### config.mk
export PLATFORM = sky130hd
export DESIGN_NAME = blar_cell
export DESIGN_NICKNAME = d
export VERILOG_FILES = /design/src/design/blar_pkg.sv /design/src/design/blar_cell.sv
export SDC_FILE = /design/constraint.sdc
export NUM_CORES = 1
export LEC_CHECK = 0
export ABC_AREA = 1
export ABC_CLOCK_PERIOD_IN_PS = 5600
export BUFFER_PORTS_ARGS = -buffer_cell sky130_fd_sc_hd__buf_2
export CORE_MARGIN = 2
export CORE_UTILIZATION = 45
export CTS_BUF_LIST = sky130_fd_sc_hd__clkbuf_8
export DETAILED_ROUTE_END_ITERATION = 8
export PLACE_DENSITY_LB_ADDON = 0.1
export SETUP_SLACK_MARGIN = 0.5
export SLEW_MARGIN = 40
export SYNTH_ARGS = -nofsm -noshare
export SYNTH_HDL_FRONTEND = slang
export SYNTH_SLANG_ARGS = --single-unit
### constraint.sdc
create_clock -name i_clk -period 5.6 [get_ports i_clk]
set_input_delay 1.12 -clock i_clk [delete_from_list [all_inputs] [get_ports i_clk]]
set_output_delay 1.12 -clock i_clk [all_outputs]
set_load 0.01 [all_outputs]
### src/design/blar_pkg.sv
// Shared types and constants for the bounded list append/remove block.
package blar_pkg;

    localparam int DATA_W = 32;
    localparam int OP_W = 2;
    localparam int IDX_W = 6;
    localparam int CNT_W = 7;
    localparam int ST_W = 2;

    localparam int CAPACITY_DEF = 64;

    localparam logic [OP_W-1:0] OP_APPEND = 2'd0;
    localparam logic [OP_W-1:0] OP_REMOVE = 2'd1;
    localparam logic [OP_W-1:0] OP_READ = 2'd2;

    localparam logic [ST_W-1:0] ST_OK = 2'd0;
    localparam logic [ST_W-1:0] ST_FULL = 2'd1;
    localparam logic [ST_W-1:0] ST_NOT_FOUND = 2'd2;
    localparam logic [ST_W-1:0] ST_RANGE = 2'd3;

    // Request token; one cell down the chain per cycle unless frozen.
    typedef struct packed {
        logic              valid;
        logic [OP_W-1:0]   op;
        logic [DATA_W-1:0] value;
        logic [IDX_W-1:0]  index;
        logic              found;
        logic [DATA_W-1:0] rdata;
    } t_tok;

endpackage

### src/design/blar_cell.sv
// One list cell: holds a single entry and forwards the request token to its neighbor.
module blar_cell #(
    parameter int POS = 0,
    parameter int CW = 7
) (
    input  logic                        i_clk,
    input  logic                        i_rst_n,
    input  logic                        i_en,
    input  logic [CW-1:0]               i_count,
    input  blar_pkg::t_tok              i_tok,
    input  logic [blar_pkg::DATA_W-1:0] i_next_data,
    output logic [blar_pkg::DATA_W-1:0] o_data,
    output blar_pkg::t_tok              o_tok
);

    // Positions above the index field's reach can never be read.
    localparam bit REACH = (POS < (2 ** blar_pkg::IDX_W));

    logic [blar_pkg::DATA_W-1:0] r_data;
    blar_pkg::t_tok              r_tok;
    blar_pkg::t_tok              n_tok;
    logic                        w_occupied;
    logic                        w_hit;
    logic                        w_at_index;

    assign w_occupied = (CW'(POS) < i_count);
    assign w_hit = (i_tok.op == blar_pkg::OP_REMOVE) && !i_tok.found && w_occupied &&
                   (r_data == i_tok.value);
    assign w_at_index = REACH && (i_tok.index == blar_pkg::IDX_W'(POS));

    always_comb begin
        n_tok = i_tok;
        n_tok.found = i_tok.found || w_hit;
        if ((i_tok.op == blar_pkg::OP_READ) && w_occupied && w_at_index) begin
            n_tok.rdata = r_data;
        end
    end

    always_ff @(posedge i_clk) begin
        if (!i_rst_n) begin
            r_tok.valid <= 1'b0;
        end else if (i_en) begin
            r_tok <= n_tok;
        end
    end

    // Entry update: append writes at the tail, remove pulls the right neighbor's entry in
    // from the first match onward.
    always_ff @(posedge i_clk) begin
        if (i_en && i_tok.valid) begin
            if ((i_tok.op == blar_pkg::OP_APPEND) && (i_count == CW'(POS))) begin
                r_data <= i_tok.value;
            end else if ((i_tok.op == blar_pkg::OP_REMOVE) && (i_tok.found || w_hit)) begin
                r_data <= i_next_data;
            end
        end
    end

    assign o_data = r_data;
    assign o_tok = r_tok;

endmodule

==> results.json, run 1 <==
{
  "status": "completed",
  "worst_pin_slew_ps": 623,
  "setup_ws_ps": 2890,
  "area.growth.synth_to_final_pct": 33.4,
  "final_net_count": 641,
  "numClockSinks": 106,
  "route.detailed.wl_per_inst_um": 15.6,
  "cts_made_buffers": 9,
  "io_pins": 222,
  "worst_setup_path_start_kind": "primary input",
  "rsz0062_at_grt": "false",
  "drt_iter0_drc": 107,
  "hold_path_class": "reg2reg",
  "synth.ff_latch_count": 106,
  "die_h_um": 104,
  "cts_hold_repair_buffers": 0,
  "placeableCoreArea_um2": 9730,
  "total_via_count_in_the_routed_design": 3087,
  "grt_resource_usage_total_pct": 19.6,
  "postcts_setup_bufs": 0,
  "first_pass_iters": 4,
  "final_min_period_over_clock_period_pct": 48.4,
  "globalplace.congestion": 0.767,
  "worst_ep_required_time_ps": 5730,
  "layout.cells.most_common_list": "221 x sky130_fd_sc_hd__buf_2, 105 x sky130_fd_sc_hd__edfxtp_1, 49 x sky130_fd_sc_hd__nand2_1, 44 x sky130_fd_sc_hd__mux2_2, 25 x sky130_fd_sc_hd__xnor2_1",
  "synth.cell_area_um2": 4510,
  "final-hold-violation-count": 0,
  "place_worst_setup_slack_ps": 2430,
  "cts_tree": "done",
  "syn-mean-instance-area_um2": 15.2,
  "end_kind": "register",
  "number_of_gates_given_a_new_drive_strength_after_cts": 0,
  "setup_violations": 0,
  "synthCells": 297,
  "placementRows": 36,
  "via_per_inst": 4.66,
  "wirelength_mm": 10.4,
  "ys_warn_count": 0,
  "synth_area_leader_cell": "sky130_fd_sc_hd__edfxtp_1",
  "fillerInstances": 797,
  "p_leak_nw": 2.59,
  "syn-num-nets": 413,
  "worstSetupPathType": "in2reg",
  "via_count_of_the_first_global_routing_pass": 3205,
  "most_common_cell_after_layout_fill_and_taps_aside": "sky130_fd_sc_hd__buf_2",
  "die_w_um": 104,
  "drc": 0,
  "htree_num_levels": 3,
  "ctsLongestPathBuffers": 2,
  "timing.critical_path.arrival_ps": 2840,
  "detailedPlacementHpwl_mm": 7.74,
  "cts_root_buffer": "sky130_fd_sc_hd__clkbuf_8",
  "synth.top_cells.by_area": "sky130_fd_sc_hd__edfxtp_1 70%, sky130_fd_sc_hd__mux2_2 11%, sky130_fd_sc_hd__xnor2_1 4.9%",
  "finalMaxSlewViolations": 0,
  "antenna_found_initial": 0,
  "slew_headroom_pct": 58.5,
  "synth.distinct_cells": 19,
  "min_clock_period_post_route_ps": 2710,
  "worst_setup_hold_path_clk_slew_ps": 100,
  "setup_total_negative_slack_ps": 0,
  "yosysSeqAreaShare_pct": 70.4,
  "die_area_um2": 10800,
  "num_antenna_cells": 0,
  "maxClockFrequency_mhz": 369,
  "yosys.area.top_type_share_pct": 69.9,
  "powerDensity_nw_per_um2": 266,
  "grt_pass1_wl_mm": 16.4,
  "max_cap_violations": 0,
  "grt_remaining_overflow": 0,
  "start_util_pct": 46.3,
  "finClkSkew_ps": 8.08,
  "ir_drop_v": 0.000156,
  "grt_start_max_net_pins": 50,
  "port_buffers": 221,
  "clkLatencyLatePin_ps": 370,
  "ant_nets": 0,
  "critical_path.max_fanout": 23,
  "drive_gt1_share_pct": 55.8
}
-- cell type report --
type | instances | area (µm²) | share of cell area (%)
Inverter | 17 | 66.3 | 1.10
Sequential cell | 106 | 3170 | 52.7
Timing Repair Buffer | 225 | 1160 | 19.3
Tap cell | 133 | 166 | 2.77
Clock inverter | 7 | 85.1 | 1.41
Multi-Input combinational cell | 166 | 1240 | 20.6
Clock buffer | 9 | 124 | 2.06
-- critical path, stage by stage --
cell                      delay [ps]
sky130_fd_sc_hd__buf_2           100
sky130_fd_sc_hd__nor2_1           90
sky130_fd_sc_hd__nand2_1          50
sky130_fd_sc_hd__nor2_1          250
sky130_fd_sc_hd__nor2_1           90
sky130_fd_sc_hd__nand3_2         360
sky130_fd_sc_hd__buf_4           390
sky130_fd_sc_hd__mux2_2          370
-- cells in the mapped netlist --
library cell,count
sky130_fd_sc_hd__buf_4,1
sky130_fd_sc_hd__dfxtp_1,1
sky130_fd_sc_hd__nand2_1,50
sky130_fd_sc_hd__a21boi_0,1
sky130_fd_sc_hd__o21ai_0,12
sky130_fd_sc_hd__edfxtp_1,105
sky130_fd_sc_hd__a21oi_1,1
sky130_fd_sc_hd__nor2_1,17
sky130_fd_sc_hd__buf_8,1
sky130_fd_sc_hd__nor4_2,1
sky130_fd_sc_hd__nand4_1,3
sky130_fd_sc_hd__mux2_2,44
sky130_fd_sc_hd__xor2_1,1
sky130_fd_sc_hd__inv_1,17
sky130_fd_sc_hd__xnor2_1,25
sky130_fd_sc_hd__nand3_1,3
sky130_fd_sc_hd__buf_6,1
sky130_fd_sc_hd__mux2_4,8
sky130_fd_sc_hd__buf_2,5
-- stage by stage --
step                util (%)  total power (W)  std cells  hold slack [ps]  instance area [µm²]
floorplan                  -          0.00102        297              492                 4510
global placement        59.2          0.00111        645              458                 5760
detailed placement      59.7          0.00112        647              463                 5810
CTS                     61.8          0.00162        663              477                 6020
global route            61.8          0.00166        663              532                 6020
finish                  61.8          0.00160        663              476                 6020
-- worst paths after layout --
path              startpoint  slack, ps    endpoint  depth (start not counted)
hold / removal     o_tok[73]        480   o_tok[73]                          2
setup / recovery  i_count[6]       2890   o_tok[31]                          8
hold reg to reg    o_tok[73]        480   o_tok[73]                          2
setup reg to reg  o_data[25]       3470  o_data[14]                         13
-- sequential cells by signal (all words and copies together), names as in the netlist --
register / flops
o_data: 32
o_tok: 74
-- metal layers --
metal,vias to the layer above,GRT usage [%],wire [µm]
met5,-,0,0
met4,0,7.82,226
met3,17,5.58,791
met2,131,31.9,4990
met1,1423,24.8,4350
li1,1516,-,-
-- report_power, final --
group,internal (W),switching [W]
logic,0.0000847,0.0000859
registers,0.000916,0.0000117
clock network,0.000247,0.000255
total,0.00125,0.000353
-- cells by family after synthesis --
group | count (synthesis) | share of synthesized area (%)
DFF | 106 | 70.4
AOI/OAI and AO/OA | 14 | 1.61
and+or+nand+nor | 74 | 6.60
xor gates and xnor gates | 26 | 5.05
buffers and inverters | 25 | 2.72
muxes | 52 | 13.7
Power figures use the tool's default switching activity.
==> inputs of run 2 (changes only) <==
--- a/config.mk
+++ b/config.mk
@@ -6,10 +6,10 @@
 export NUM_CORES = 1
 export LEC_CHECK = 0
 export ABC_AREA = 1
-export ABC_CLOCK_PERIOD_IN_PS = 5600
+export ABC_CLOCK_PERIOD_IN_PS = 2450
 export BUFFER_PORTS_ARGS = -buffer_cell sky130_fd_sc_hd__buf_2
 export CORE_MARGIN = 2
-export CORE_UTILIZATION = 45
+export CORE_UTILIZATION = 43
 export CTS_BUF_LIST = sky130_fd_sc_hd__clkbuf_8
 export DETAILED_ROUTE_END_ITERATION = 8
 export PLACE_DENSITY_LB_ADDON = 0.1
==> constraint.sdc (replaced) <==
create_clock -name i_clk -period 2.45 [get_ports i_clk]
set_input_delay 0.49 -clock i_clk [delete_from_list [all_inputs] [get_ports i_clk]]
set_output_delay 0.49 -clock i_clk [all_outputs]
set_load 0.01 [all_outputs]
==> run 2 against run 1 <==
  * Worst setup slack lost 2400 ps
  * First-iteration DRC count fell by 12%
  * Count of clock-buffer cells in the layout unchanged
  * Critical path depth increased by 4
  * Hold slack lost 160 ps
  * Core utilization fell by 1.6 points
  * Sequential cell count stayed put
  * Highest routed layer unchanged
==> results.json, run 2 (synthesis gave the netlist of run 1 again) <==
{
  "ant_nets": 0,
  "maxClockFrequency_mhz": 513,
  "via_per_inst": 4.61,
  "total_via_count_in_the_routed_design": 3122,
  "cts_root_buffer": "sky130_fd_sc_hd__clkbuf_8",
  "final-hold-violation-count": 0,
  "num_antenna_cells": 0,
  "cts_tree": "done",
  "slew_headroom_pct": 65.8,
  "die_w_um": 106,
  "setup_ws_ps": 503,
  "grt_start_max_net_pins": 39,
  "post-route-cell-area_um2": 6160,
  "final_cell_count_without_fillers": 677,
  "ir_drop_v": 0.000292,
  "route.detailed.wl_per_inst_um": 15.7,
  "hold_start": "i_tok[38]",
  "hold_path_class": "in2reg",
  "layout.cells.most_common_list": "221 x sky130_fd_sc_hd__buf_2, 105 x sky130_fd_sc_hd__edfxtp_1, 44 x sky130_fd_sc_hd__nand2_1, 44 x sky130_fd_sc_hd__mux2_2, 21 x sky130_fd_sc_hd__xnor2_1",
  "placementRows": 37,
  "max_cap_violations": 0,
  "status": "completed",
  "clkLatencyLatePin_ps": 360,
  "detailedPlacementHpwl_mm": 8.01,
  "worst_setup_path_start_kind": "register",
  "worst_pin_slew_ps": 514,
  "area.growth.synth_to_final_pct": 36.6,
  "final_min_period_over_clock_period_pct": 79.5,
  "finalMaxSlewViolations": 0,
  "p_leak_nw": 2.64,
  "worstSetupPathType": "reg2reg",
  "drive_gt1_share_pct": 59.9,
  "setup_violations": 0,
  "die_area_um2": 11300,
  "r2r_start": "o_data[13]",
  "critical_path.max_fanout": 5,
  "via_count_of_the_first_global_routing_pass": 3067,
  "area_taken_by_multi_input_logic_gates_um2": 1320,
  "start_util_pct": 44.1,
  "setup_total_negative_slack_ps": 0,
  "die_h_um": 106,
  "wirelength_mm": 10.6,
  "finClkSkew_ps": 13.6,
  "cts_hold_repair_buffers": 0,
  "worst-r2r-setup-slack_ps": 500,
  "cts_made_buffers": 9,
  "ctsLongestPathBuffers": 2,
  "path_cells": "inv_2, nand2_1, nand2_2, nand2_2, nor2_2, nand2_1, nor2_1, nand3_2, nand2_2, nand2_2, a21oi_4, clkbuf_16",
  "drc": 0,
  "final_net_count": 652,
  "cp-startpoint": "o_data[13]",
  "fillerInstances": 820,
  "largest_register_ffs": 74,
  "area.sequential_um2": 3170,
  "first_pass_iters": 4,
  "htree_num_levels": 3,
  "rsz0062_at_grt": "true",
  "antenna_found_initial": 0,
  "dp.cells": 654,
  "grt_pass1_wl_mm": 15.7,
  "io_pins": 222,
  "timing.critical_path.arrival_ps": 2030,
  "end_kind": "register",
  "globalplace.congestion": 0.791,
  "cp_slowest_stage_delay_ps": 430,
  "most_common_cell_after_layout_fill_and_taps_aside": "sky130_fd_sc_hd__buf_2",
  "port_buffers": 221,
  "min_clock_period_post_route_ps": 1950,
  "numClockSinks": 106,
  "powerDensity_nw_per_um2": 558,
  "critical-path-top-cell-by-count": "sky130_fd_sc_hd__nand2_2",
  "grt_remaining_overflow": 0,
  "dpl-instance-area_um2": 5910,
  "worst_setup_hold_path_clk_slew_ps": 90,
  "place_worst_setup_slack_ps": 273,
  "placeableCoreArea_um2": 10200,
  "critPathSlowestCell": "sky130_fd_sc_hd__edfxtp_1",
  "worst_ep_required_time_ps": 2540,
  "grt_resource_usage_total_pct": 18.4,
  "drt_iter0_drc": 94
}
[run 2: cell types whose count changed in the layout (fill, tap and decap cells not counted), moves of 2 or more]
cell                        before  now
sky130_fd_sc_hd__nand2_2         0    5
sky130_fd_sc_hd__inv_2           0    3
sky130_fd_sc_hd__nor2_2          0    4
sky130_fd_sc_hd__xnor2_2         0    4
sky130_fd_sc_hd__buf_4           2   10
sky130_fd_sc_hd__nor2_4          0    2
sky130_fd_sc_hd__bufinv_16       2    0
sky130_fd_sc_hd__xnor2_1        25   21
sky130_fd_sc_hd__buf_12          0    2
sky130_fd_sc_hd__nand2_1        49   44
sky130_fd_sc_hd__nor2_1         17   11
[run 2: worst paths after layout]
check | to | cells past startpoint
worst max register to register | o_data[21] | 12
worst max-delay path | o_data[21] | 12
worst min register to register | o_tok[73] | 2
worst min-delay path | o_tok[38] | 1
[run 2: layout make-up]
type                            instances  share of cell area, %
Tap cell                              136                   2.76
Clock inverter                          7                  0.508
Clock buffer                            9                   2.01
Inverter                               17                   1.14
Timing Repair Buffer                  236                   20.7
Multi-Input combinational cell        166                   21.4
Sequential cell                       106                   51.5
[run 2: power by group]
| group | switching (W) | internal (W) | leakage [nW] |
|---|---|---|---|
| clock network | 0.000555 | 0.000351 | 0.0916 |
| logic | 0.000206 | 0.000204 | 1.57 |
| registers | 0.0000268 | 0.00209 | 0.982 |
| total | 0.000788 | 0.00265 | 2.64 |
[run 2: through the flow]
stage	total power, W	hold slack [ps]	util, %
floorplan	0.00234	492	-
global placement	0.00256	457	57.7
detailed placement	0.00257	479	57.7
CTS	0.00347	297	59.3
global route	0.00359	295	60.2
finish	0.00344	317	60.2
[run 2: worst max-delay path: cells and delay by family (launching register included)]
| kind | cells | cell delay [ps] |
|---|---|---|
| AOI/OAI and AO/OA | 1 | 260 |
| DFF | 1 | 430 |
| and+or+nand+nor | 9 | 700 |
| buffers and inverters | 2 | 290 |
[run 2: layer usage]
layer	track usage, %	vias up	wire (µm)
met2	29.0	137	4970
li1	-	1545	-
met4	7.05	0	206
met1	23.1	1427	4470
met3	7.05	13	984
met5	0	-	0
[run 2: timing repair]
action | 4_1_cts | 5_1_grt
pin swaps | 0 | 4
endpoints found under the hold margin | 0 | 0
endpoints found under the setup margin | 32 | 32
buffers inserted | 0 | 5
gates resized for setup | 1 | 10
cloned | 0 | 2
